==> src/sv/lle_pkg.sv <==
// ============================================================================
// lle_pkg
// Shared types for the linked list engine: opcodes, result codes, controller
// states and the command/status bundles between controller and datapath.
// ============================================================================
package lle_pkg;

    // Operation carried in the input tuser field
    typedef enum logic [2:0] {
        OP_INS_HEAD   = 3'd0,
        OP_INS_TAIL   = 3'd1,
        OP_INS_BEFORE = 3'd2,
        OP_INS_AFTER  = 3'd3,
        OP_DEL_HEAD   = 3'd4,
        OP_DEL_TAIL   = 3'd5,
        OP_DEL_KEY    = 3'd6,
        OP_SEARCH     = 3'd7
    } op_t;

    // Result status
    typedef enum logic [1:0] {
        RES_OK   = 2'd0,
        RES_MISS = 2'd1,
        RES_FULL = 2'd2
    } res_t;

    // Controller states
    typedef enum logic [3:0] {
        S_IDLE,
        S_START,
        S_WALK,
        S_ALLOC,
        S_ALLOC_WT,
        S_NODE_WR,
        S_SPLICE,
        S_FREE,
        S_OUT
    } state_t;

    // Read address source
    typedef enum logic [1:0] {
        RD_HEAD,
        RD_LINK,
        RD_FREE
    } rd_sel_t;

    // Link written into a freshly allocated node
    typedef enum logic [1:0] {
        NL_HEAD,
        NL_NIL,
        NL_HIT,
        NL_HIT_LINK
    } nl_sel_t;

    // Value written by the splice step
    typedef enum logic [1:0] {
        SV_NEW,
        SV_NIL,
        SV_HIT_LINK
    } sv_sel_t;

    // Commands from controller to datapath
    typedef struct packed {
        logic    load_op;
        logic    rd_en;
        rd_sel_t rd_sel;
        logic    walk_init;
        logic    walk_step;
        logic    walk_hit;
        logic    alloc_free;
        logic    alloc_new;
        logic    node_wr;
        nl_sel_t nl_sel;
        logic    splice_en;
        logic    splice_hit;   // target is the hit node, else the predecessor
        sv_sel_t sv_sel;
        logic    cnt_inc;
        logic    free_en;
    } cmd_t;

    // Status from datapath to controller
    typedef struct packed {
        op_t  op;
        logic head_nil;
        logic full;
        logic free_nil;
        logic match;
        logic link_nil;
    } flags_t;

endpackage

==> src/sv/lle_ctrl.sv <==
// ============================================================================
// lle_ctrl
// Controller: sequences one list operation at a time through walk,
// allocate, node write, splice and free steps, and holds the result status.
// ============================================================================
module lle_ctrl
(
    input  logic            clk,
    input  logic            rst_n,
    input  logic            in_valid,
    output logic            in_ready,
    output logic            out_valid,
    input  logic            out_ready,
    input  lle_pkg::flags_t flags,
    output lle_pkg::cmd_t   cmd,
    output lle_pkg::res_t   res_status,
    output logic            res_found
);
    import lle_pkg::*;

    state_t state_reg, state_next;
    res_t   status_reg, status_next;
    logic   found_reg, found_next;
    logic   walk_done;
    logic   is_insert;

    // Walk stop condition per operation
    always_comb
    begin
        case (flags.op)
            OP_INS_TAIL, OP_DEL_TAIL: walk_done = flags.link_nil;
            OP_DEL_HEAD:              walk_done = 1'b1;
            default:                  walk_done = flags.match;
        endcase
    end

    assign is_insert = ~flags.op[2];

    // Next state
    always_comb
    begin
        state_next  = state_reg;
        status_next = status_reg;
        found_next  = found_reg;
        unique case (state_reg)
            S_IDLE:
            begin
                if (in_valid)
                begin
                    state_next  = S_START;
                    status_next = RES_OK;
                    found_next  = 1'b0;
                end
            end
            S_START:
            begin
                case (flags.op)
                    OP_INS_HEAD:
                    begin
                        if (flags.full)
                        begin
                            state_next  = S_OUT;
                            status_next = RES_FULL;
                        end
                        else
                            state_next = S_ALLOC;
                    end
                    OP_INS_TAIL:
                    begin
                        if (flags.full)
                        begin
                            state_next  = S_OUT;
                            status_next = RES_FULL;
                        end
                        else if (flags.head_nil)
                            state_next = S_ALLOC;
                        else
                            state_next = S_WALK;
                    end
                    default:
                    begin
                        if (flags.head_nil)
                        begin
                            state_next  = S_OUT;
                            status_next = RES_MISS;
                        end
                        else
                            state_next = S_WALK;
                    end
                endcase
            end
            S_WALK:
            begin
                if (walk_done)
                begin
                    case (flags.op)
                        OP_SEARCH:
                        begin
                            state_next = S_OUT;
                            found_next = 1'b1;
                        end
                        OP_INS_BEFORE, OP_INS_AFTER:
                        begin
                            if (flags.full)
                            begin
                                state_next  = S_OUT;
                                status_next = RES_FULL;
                            end
                            else
                                state_next = S_ALLOC;
                        end
                        OP_INS_TAIL: state_next = S_ALLOC;
                        default:     state_next = S_SPLICE;
                    endcase
                end
                else if (flags.link_nil)
                begin
                    state_next  = S_OUT;
                    status_next = RES_MISS;
                end
            end
            S_ALLOC:    state_next = flags.free_nil ? S_NODE_WR : S_ALLOC_WT;
            S_ALLOC_WT: state_next = S_NODE_WR;
            S_NODE_WR:  state_next = S_SPLICE;
            S_SPLICE:   state_next = is_insert ? S_OUT : S_FREE;
            S_FREE:     state_next = S_OUT;
            S_OUT:
            begin
                if (out_ready)
                    state_next = S_IDLE;
            end
            default:    state_next = S_IDLE;
        endcase
    end

    // Command outputs
    always_comb
    begin
        cmd = '0;
        unique case (state_reg)
            S_IDLE:  cmd.load_op = in_valid;
            S_START:
            begin
                cmd.walk_init = 1'b1;
                cmd.rd_en     = ~flags.head_nil;
                cmd.rd_sel    = RD_HEAD;
            end
            S_WALK:
            begin
                if (walk_done)
                    cmd.walk_hit = 1'b1;
                else
                begin
                    cmd.walk_step = ~flags.link_nil;
                    cmd.rd_en     = ~flags.link_nil;
                    cmd.rd_sel    = RD_LINK;
                end
            end
            S_ALLOC:
            begin
                cmd.alloc_new = flags.free_nil;
                cmd.rd_en     = ~flags.free_nil;
                cmd.rd_sel    = RD_FREE;
            end
            S_ALLOC_WT: cmd.alloc_free = 1'b1;
            S_NODE_WR:
            begin
                cmd.node_wr = 1'b1;
                case (flags.op)
                    OP_INS_HEAD:   cmd.nl_sel = NL_HEAD;
                    OP_INS_BEFORE: cmd.nl_sel = NL_HIT;
                    OP_INS_AFTER:  cmd.nl_sel = NL_HIT_LINK;
                    default:       cmd.nl_sel = NL_NIL;
                endcase
            end
            S_SPLICE:
            begin
                cmd.splice_en  = 1'b1;
                cmd.cnt_inc    = is_insert;
                cmd.splice_hit = (flags.op == OP_INS_TAIL) || (flags.op == OP_INS_AFTER);
                case (flags.op)
                    OP_DEL_TAIL:             cmd.sv_sel = SV_NIL;
                    OP_DEL_HEAD, OP_DEL_KEY: cmd.sv_sel = SV_HIT_LINK;
                    default:                 cmd.sv_sel = SV_NEW;
                endcase
            end
            S_FREE:  cmd.free_en = 1'b1;
            S_OUT:   cmd = '0;
            default: cmd = '0;
        endcase
    end

    assign in_ready   = (state_reg == S_IDLE);
    assign out_valid  = (state_reg == S_OUT);
    assign res_status = status_reg;
    assign res_found  = found_reg;

    // State and result registers
    always_ff @(posedge clk or negedge rst_n)
    begin
        if (!rst_n)
        begin
            state_reg  <= S_IDLE;
            status_reg <= RES_OK;
            found_reg  <= 1'b0;
        end
        else
        begin
            state_reg  <= state_next;
            status_reg <= status_next;
            found_reg  <= found_next;
        end
    end

endmodule

==> src/sv/lle_datapath.sv <==
// ============================================================================
// lle_datapath
// Node store (value and link memories), list and free-list pointers, node
// counter and walk registers of the linked list engine.
// ============================================================================
module lle_datapath
#(
    parameter int CAPACITY = 64,
    parameter int IW       = 7,
    parameter int AW       = 6,
    parameter int OUT_W    = 7
)
(
    input  logic              clk,
    input  logic              rst_n,
    input  lle_pkg::cmd_t     cmd,
    input  lle_pkg::op_t      in_op,
    input  logic [31:0]       in_value,
    input  logic [31:0]       in_key,
    input  logic              res_found,
    output lle_pkg::flags_t   flags,
    output logic [OUT_W-1:0]  position,
    output logic [OUT_W-1:0]  length
);
    import lle_pkg::*;

    localparam logic [IW-1:0] NIL = IW'(CAPACITY);
    localparam logic [IW-1:0] ONE = IW'(1);

    // Node store
    logic [31:0]   val_mem  [CAPACITY];
    logic [IW-1:0] link_mem [CAPACITY];

    logic [31:0]   rd_val_reg;
    logic [IW-1:0] rd_link_reg;
    logic [IW-1:0] rd_addr;

    op_t           op_reg;
    logic [31:0]   value_reg;
    logic [31:0]   key_reg;
    logic [IW-1:0] head_reg;
    logic [IW-1:0] free_head_reg;
    logic [IW-1:0] never_used_reg;
    logic [IW-1:0] count_reg;
    logic [IW-1:0] cur_reg;
    logic [IW-1:0] prev_reg;
    logic [IW-1:0] hit_reg;
    logic [IW-1:0] hit_link_reg;
    logic [IW-1:0] pos_reg;
    logic [IW-1:0] new_reg;

    logic [IW-1:0] new_link;
    logic [IW-1:0] sp_tgt;
    logic [IW-1:0] sp_val;
    logic          lw_en;
    logic [IW-1:0] lw_addr;
    logic [IW-1:0] lw_data;

    // Read address select
    always_comb
    begin
        case (cmd.rd_sel)
            RD_LINK: rd_addr = rd_link_reg;
            RD_FREE: rd_addr = free_head_reg;
            default: rd_addr = head_reg;
        endcase
    end

    // Link of a fresh node
    always_comb
    begin
        case (cmd.nl_sel)
            NL_HEAD:     new_link = head_reg;
            NL_HIT:      new_link = hit_reg;
            NL_HIT_LINK: new_link = hit_link_reg;
            default:     new_link = NIL;
        endcase
    end

    // Splice target and value
    assign sp_tgt = cmd.splice_hit ? hit_reg : prev_reg;
    always_comb
    begin
        case (cmd.sv_sel)
            SV_NEW:      sp_val = new_reg;
            SV_HIT_LINK: sp_val = hit_link_reg;
            default:     sp_val = NIL;
        endcase
    end

    // Link memory write port
    always_comb
    begin
        lw_en   = 1'b0;
        lw_addr = new_reg;
        lw_data = new_link;
        if (cmd.node_wr)
            lw_en = 1'b1;
        else if (cmd.splice_en && (sp_tgt != NIL))
        begin
            lw_en   = 1'b1;
            lw_addr = sp_tgt;
            lw_data = sp_val;
        end
        else if (cmd.free_en)
        begin
            lw_en   = 1'b1;
            lw_addr = hit_reg;
            lw_data = free_head_reg;
        end
    end

    // Memories: one write and one registered read per cycle
    always_ff @(posedge clk)
    begin
        if (cmd.node_wr)
            val_mem[new_reg[AW-1:0]] <= value_reg;
        if (lw_en)
            link_mem[lw_addr[AW-1:0]] <= lw_data;
        if (cmd.rd_en)
        begin
            rd_val_reg  <= val_mem[rd_addr[AW-1:0]];
            rd_link_reg <= link_mem[rd_addr[AW-1:0]];
        end
    end

    // Input capture and walk registers
    always_ff @(posedge clk)
    begin
        if (cmd.load_op)
        begin
            op_reg    <= in_op;
            value_reg <= in_value;
            key_reg   <= in_key;
        end
        if (cmd.walk_init)
        begin
            cur_reg  <= head_reg;
            prev_reg <= NIL;
            hit_reg  <= NIL;
            pos_reg  <= ONE;
        end
        else if (cmd.walk_step)
        begin
            prev_reg <= cur_reg;
            cur_reg  <= rd_link_reg;
            pos_reg  <= pos_reg + ONE;
        end
        if (cmd.walk_hit)
        begin
            hit_reg      <= cur_reg;
            hit_link_reg <= rd_link_reg;
        end
        if (cmd.alloc_free)
            new_reg <= free_head_reg;
        else if (cmd.alloc_new)
            new_reg <= never_used_reg;
    end

    // List pointers and counters
    always_ff @(posedge clk or negedge rst_n)
    begin
        if (!rst_n)
        begin
            head_reg       <= NIL;
            free_head_reg  <= NIL;
            never_used_reg <= '0;
            count_reg      <= '0;
        end
        else
        begin
            if (cmd.alloc_free)
                free_head_reg <= rd_link_reg;
            else if (cmd.free_en)
                free_head_reg <= hit_reg;
            if (cmd.alloc_new)
                never_used_reg <= never_used_reg + ONE;
            if (cmd.splice_en && (sp_tgt == NIL))
                head_reg <= sp_val;
            if (cmd.splice_en && cmd.cnt_inc)
                count_reg <= count_reg + ONE;
            else if (cmd.free_en)
                count_reg <= count_reg - ONE;
        end
    end

    // Status to controller
    assign flags.op       = op_reg;
    assign flags.head_nil = (head_reg == NIL);
    assign flags.full     = (count_reg == NIL);
    assign flags.free_nil = (free_head_reg == NIL);
    assign flags.match    = (rd_val_reg == key_reg);
    assign flags.link_nil = (rd_link_reg == NIL);

    // Result fields
    assign position = res_found ? OUT_W'(pos_reg) : '0;
    assign length   = OUT_W'(count_reg);

endmodule

==> src/sv/linked_list_engine_top.sv <==
// Sequence: a start step and the walk where the operation needs one, then the
//   allocate, node write and splice steps for an insert (splice and free for a
//   delete) before the result is offered.
// Throughput: one operation at a time; a new input is taken only when idle, and
//   the walk reads one node per cycle from the single read port.
// Reset: empty list, empty free list, node count zero; node store unset.
// ============================================================================
// linked_list_engine_top
// Bounded singly linked list of signed 32-bit values with insert, delete
// and search operations over stream interfaces.
// ============================================================================
module linked_list_engine_top
#(
    parameter int CAPACITY = 64
)
(
    input  logic        clk,
    input  logic        rst_n,
    input  logic        s_tvalid,
    output logic        s_tready,
    input  logic [63:0] s_tdata,   // value[31:0], key[63:32]
    input  logic [2:0]  s_tuser,   // opcode[2:0]
    output logic        m_tvalid,
    input  logic        m_tready,
    output logic [15:0] m_tdata,   // position[6:0], length[13:7], zero[15:14]
    output logic [1:0]  m_tuser    // status[1:0]
);
    import lle_pkg::*;

    localparam int IW    = $clog2(CAPACITY + 1);
    localparam int AW    = $clog2(CAPACITY);
    localparam int OUT_W = 7;

    cmd_t             cmd;
    flags_t           flags;
    res_t             res_status;
    logic             res_found;
    logic [OUT_W-1:0] position;
    logic [OUT_W-1:0] length;

    // Controller
    lle_ctrl u_ctrl
    (
        .clk        (clk),
        .rst_n      (rst_n),
        .in_valid   (s_tvalid),
        .in_ready   (s_tready),
        .out_valid  (m_tvalid),
        .out_ready  (m_tready),
        .flags      (flags),
        .cmd        (cmd),
        .res_status (res_status),
        .res_found  (res_found)
    );

    // Datapath
    lle_datapath
    #(
        .CAPACITY (CAPACITY),
        .IW       (IW),
        .AW       (AW),
        .OUT_W    (OUT_W)
    )
    u_datapath
    (
        .clk       (clk),
        .rst_n     (rst_n),
        .cmd       (cmd),
        .in_op     (op_t'(s_tuser)),
        .in_value  (s_tdata[31:0]),
        .in_key    (s_tdata[63:32]),
        .res_found (res_found),
        .flags     (flags),
        .position  (position),
        .length    (length)
    );

    // Result transfer
    assign m_tdata = {2'b00, length, position};
    assign m_tuser = res_status;

endmodule
==> config.mk <==
export PLATFORM = sky130hd
export DESIGN_NAME = linked_list_engine_top
export DESIGN_NICKNAME = d
export VERILOG_FILES = /design/src/sv/lle_pkg.sv /design/src/sv/lle_ctrl.sv /design/src/sv/lle_datapath.sv /design/src/sv/linked_list_engine_top.sv
export SDC_FILE = /design/constraint.sdc
export NUM_CORES = 2
export LEC_CHECK = 0
export BUFFER_PORTS_ARGS = -buffer_cell sky130_fd_sc_hd__buf_2
export CAP_MARGIN = 40
export CORE_ASPECT_RATIO = 0.8
export CORE_MARGIN = 2
export CORE_UTILIZATION = 63
export CTS_CLUSTER_SIZE = 16
export DETAILED_ROUTE_END_ITERATION = 10
export PLACE_DENSITY_LB_ADDON = 0.15
export SYNTH_ARGS = -nofsm -noshare
export SYNTH_HDL_FRONTEND = slang
export SYNTH_HIERARCHICAL = 1
export SYNTH_SLANG_ARGS = --single-unit
==> constraint.sdc <==
create_clock -name clk -period 7 [get_ports clk]
set_clock_uncertainty 0.2 [all_clocks]
set_input_delay 1.4 -clock clk [delete_from_list [all_inputs] [get_ports clk]]
set_output_delay 1.4 -clock clk [all_outputs]
set_load 0.05 [all_outputs]
== After elaboration in Yosys (flattened, before gate mapping) ==
Memories as Yosys holds them, arrays and structs flattened. A register that Yosys moved wholly into a read port is not among the register bits.
Index checks and enable logic that the tools add are counted.

* Add/sub/neg operators: 4
* Eq/ne operators: 34
* Multiplexer cells: 68
* Bitwise operators: 4
* Reduce and logical (&&, ||, !) cells: 22

{| class="wikitable"
|+ Operators with widths
! operator !! number
|-
| $mux 7 || 15
|-
| $pmux 4 s9 || 1
|-
| $eq 7x7->1 const B || 5
|-
| $eq 32x32->1 || 1
|-
| $mux 4 || 8
|-
| $add 7x1->7 const B || 3
|-
| $pmux 7 s3 || 1
|-
| $mux 1 || 19
|-
| $mux 6 || 3
|-
| $eq 4x3->1 const B || 4
|-
| $mux 2 || 8
|-
| $pmux 7 s2 || 1
|-
| $eq 3x3->1 const B || 4
|-
| $pmux 2 s3 || 2
|-
| $pmux 4 s3 || 1
|-
| $pmux 6 s2 || 1
|-
| $reduce_bool 2->1 || 6
|-
| $pmux 3 s3 || 1
|-
| $eq 2x2->1 const B || 4
|-
| $eq 4x2->1 const B || 2
|-
| $pmux 4 s2 || 1
|-
| $reduce_or 2->1 || 4
|-
| $ne 7x7->1 const B || 1
|-
| $sub 7x1->7 const B || 1
|-
| other kinds (24) || 35
|}

* Register bits after elaboration: 144
* RAM bits: 2496
* Output and inout bits: 20
* Memories: 2

{| class="wikitable"
|+ Memory list
! name !! depth !! bits a word !! rd ports !! clocked after memory_dff !! wr ports !! RTL line !! source
|-
| u_datapath.val_mem || 64 || 32 || 1 || 1 || 1 || lle_datapath.sv:31 || <nowiki>logic [31:0] val_mem [CAPACITY];</nowiki>
|-
| u_datapath.link_mem || 64 || 7 || 1 || 1 || 1 || lle_datapath.sv:32 || <nowiki>logic [IW-1:0] link_mem [CAPACITY];</nowiki>
|}

== Logic depth before layout (Yosys ltp) ==
* Depth in word-level cells: 11
* Depth in mapped cells: 21

== By module ==
Netlist, hierarchy kept.

{| class="wikitable"
|+ Modules (own cells, without submodules)
! module !! instances !! cells an instance !! area each (µm²)
|-
| lle_datapath || 1 || 6950 || 105991.7
|-
| lle_ctrl || 1 || 104 || 787.0
|-
| linked_list_engine_top || 1 || 3 || 18.8
|}

== Worst setup path after synthesis ==
OpenSTA, ideal clock, no wires.

* Path kind: register to register
* Start: reg u_ctrl.state_reg[3]
* End: mem u_datapath.link_mem[0][0] (data pin)
* Arrival time: 4.113 ns
* Required time: 6.247 ns
* Path slack: 2.134 ns
* Cell stages (with the launch flop): 13
* Period minus slack after synthesis: 4.866 ns
* Cells stage by stage: dfrtp_1 > clkbuf_1 > nor2_1 > nand2_1 > nor3_1 > buf_2 > mux2i_1 > o21ai_1 > o21a_1 > clkbuf_1 > nor2_1 > a22oi_1 > o22ai_1

{| class="wikitable"
|+ RTL lines
! what !! RTL line !! source
|-
| start: declaration || lle_ctrl.sv:21 || <nowiki>state_t state_reg, state_next;</nowiki>
|-
| start signal: assignment || lle_ctrl.sv:209 || <nowiki>state_reg <= state_next;</nowiki>
|-
| end: declaration || lle_datapath.sv:32 ||
|}

==> results.json <==
{
  "p_comb_frac": 0.484,
  "internal_power_mw": 36.5,
  "dr_total_vias": 71000,
  "clk_latency_ps": 900,
  "areaGrowthSynthToFinish_pct": 14.1,
  "hold_path_class": "primary input to asynchronous set/reset pin",
  "num_io_pins": 91,
  "ant_nets": 0,
  "crit_required_ps": 7410,
  "wirelength_um": 342000,
  "grt_start_max_net_pins": 77,
  "crit_fanout": 28,
  "ys_top_cells_by_count": "2630 x edfxtp_1, 1154 x nand2_1, 352 x a211oi_1, 332 x and3_1, 266 x a311oi_1",
  "cts_buffers": 241,
  "yosysMostFrequentCell": "edfxtp_1",
  "path_buf_inv": 5,
  "io_buffers": 88,
  "crit_type": "flop to flop",
  "core_region_area_mm2": 0.169,
  "ys_seq_elements": 2679,
  "setup_viol": 0,
  "crit_cells": 19,
  "antenna_found_initial": 27,
  "total_power_mw": 63.7,
  "cap_viol_max_count": 0,
  "sw_frac_of_total": 0.427,
  "pwr-share-clk": 0.202,
  "row_count": 135,
  "wl_per_cell_um": 34.4,
  "synth_top_area_cell": "edfxtp_1",
  "postSynthCellCount": 7057,
  "post-place-ws_ps": 608,
  "place_area_mm2": 0.114,
  "grt_pass1_vias": 66200,
  "drtIter0Drc": 13600,
  "grt.overflow.total": 0,
  "max_freq_mhz": 149,
  "ir_worst_vdd_mv": 0.428,
  "clock_path_buffers": 3,
  "post-dp-hpwl_um": 205000,
  "outcome": "completed",
  "htreeDepth": 4,
  "cpLargestDelayFamily": "compound AO/OA/AOI/OAI gates",
  "firstDrtPassIters": 8,
  "cts_sinks": 2679,
  "finalNonFillerCells": 9924,
  "worstPathCellList": "xor2_1, nor4_1, buf_4, nand4_1, nor2_1, o21ai_1, and2_4, inv_1, ha_1, a221o_4, nand2_8, buf_12, buf_12, buf_4, mux2i_1, o211ai_1, a21oi_1, o21ai_0, a311o_1",
  "syn_avg_cell_area_um2": 15.1,
  "synth_edf_count": 2630,
  "post-route-util": 0.722,
  "p_sw_mw": 27.2,
  "grtUsageTotal": 0.392,
  "post_cts_buffers": 0,
  "fin_crit_ps": 6730,
  "cpPeakStageDelay_ps": 630,
  "ys_dominant_reg_cell": "edfxtp_1",
  "async_flop_share": 0.0131,
  "setup_tns_ps": 0,
  "slew_violations": 0,
  "clk_pin_slew_ps": 60,
  "fin_nets": 7535,
  "via_per_inst": 7.15,
  "grt_pass1_wl_um": 480000,
  "cts_resized": 0,
  "cts_tree": "built",
  "rr_worst_depth": 19,
  "endpoint_kind": "flop",
  "start_util": 0.632,
  "yosys-top-cells-area": "edfxtp_1 74%, nand2_1 4.1%, a211oi_1 2.5%, mux2i_1 2.2%, a311oi_1 2.2%",
  "dp.cells": 9466,
  "worstPathArrival_ps": 7140,
  "dieWidth_um": 464,
  "hold_buffers": 0,
  "pwr-share-seq": 0.314,
  "drc": 0,
  "root_buffer": "clkbuf_16",
  "finalInstanceArea_mm2": 0.122,
  "netlist.area_leader.share": 0.739,
  "power_density_mw_per_mm2": 523,
  "finalCritPeriodShare": 0.962,
  "fin_ws_ps": 268,
  "die_height_um": 372,
  "synth-seq-area-share": 0.750,
  "ys_types": 85,
  "slowest_stage": "nor4_1",
  "grt_setup_unrepaired": "false",
  "worstMarginPinSlew_ps": 1000,
  "yosys_warnings": 6,
  "final_hold_viol_count": 0,
  "max_slew_margin": 0.330,
  "drive_gt1_frac": 0.161,
  "fp.dieArea_mm2": 0.173,
  "routabilityCongestion": 0.925,
  "syn_area_mm2": 0.107,
  "largest_reg_flops": 2048,
  "power_leakage_nw": 41.9,
  "whs_ps": 140,
  "cp-start-kind": "flop"
}
-- per-layer routing --
layer,global-route usage,routed length (um),vias up,part of all wire
met5,0,172,-,0.00050
met4,0.149,14900,24,0.044
met3,0.145,61100,946,0.18
met2,0.546,143000,6306,0.42
met1,0.567,122000,35200,0.36
li1,-,-,28500,-
-- cells in the final DEF, fill, tap and decap left out, drive strengths merged, types with 21 or more instances in the layout --
master and instances:
a211o 21, a211oi 352, a21o 27, a21oi 159, a311oi 266, a31oi 99
and3 332, buf 661, clkbuf 305, clkinv 112, dfrtp 33, edfxtp 2630
inv 25, mux2 46, mux2i 235, mux4 72, nand2 1156, nand3 248
nand4 28, nor2 203, nor3 40, nor4 68, o211ai 35, o21ai 95
o221ai 56, o22ai 72, xor2 41
-- cell families (layout without fill, tap and decap cells) --
kind of cell / count (synthesis) / in the layout / share of synthesized area
DFF: 2679 / 2679 / 0.750
and+or+nand+nor: 2169 / 2169 / 0.0928
AOI/OAI and AO/OA: 1271 / 1271 / 0.0870
buffers and inverters: 525 / 1127 / 0.0224
muxes: 353 / 353 / 0.0421
xor gates and xnor gates: 49 / 49 / 0.00402
adders and majority gates: 10 / 10 / 0.00124
other: 1 / 6 / 0.0000351
-- power groups by stage --
| stage | Clock (mW) | Sequential [mW] | Combinational [mW] |
|---|---|---|---|
| global route | 13.5 | 20.0 | 31.7 |
| finish | 12.9 | 20.0 | 30.9 |
| global placement | 0 | 20.3 | 28.8 |
| detailed placement | 0 | 20.3 | 29.4 |
| CTS | 12.9 | 20.0 | 29.6 |
| floorplan | 0 | 20.3 | 15.5 |
-- path summary, 6_finish.rpt --
| kind | from | endpoint | slack (ps) |
|---|---|---|---|
| setup / recovery | u_datapath/key_reg[12] | u_datapath/rd_val_reg[18] | 270 |
| hold / removal | rst_n | u_ctrl/res_found | 140 |
| setup reg to reg | u_datapath/key_reg[12] | u_datapath/rd_val_reg[18] | 270 |
| hold reg to reg | u_datapath/never_used_reg[6] | u_datapath/never_used_reg[6] | 280 |
| max in group asynchronous | rst_n | u_datapath/free_head_reg[6] | 5980 |
| min in group clk | u_datapath/never_used_reg[6] | u_datapath/never_used_reg[6] | 280 |
-- area by class of cell --
cell class	instances	area (um^2)
sequential	2679	80100
fill	10400	47000
multi-input combinational	3854	25000
timing repair buffer	662	6300
clock buffer	305	6290
tap	2260	2830
clock inverter	144	1260
inverter	16	60.1
antenna	4	10.0
(Power assumes the default switching activity.)
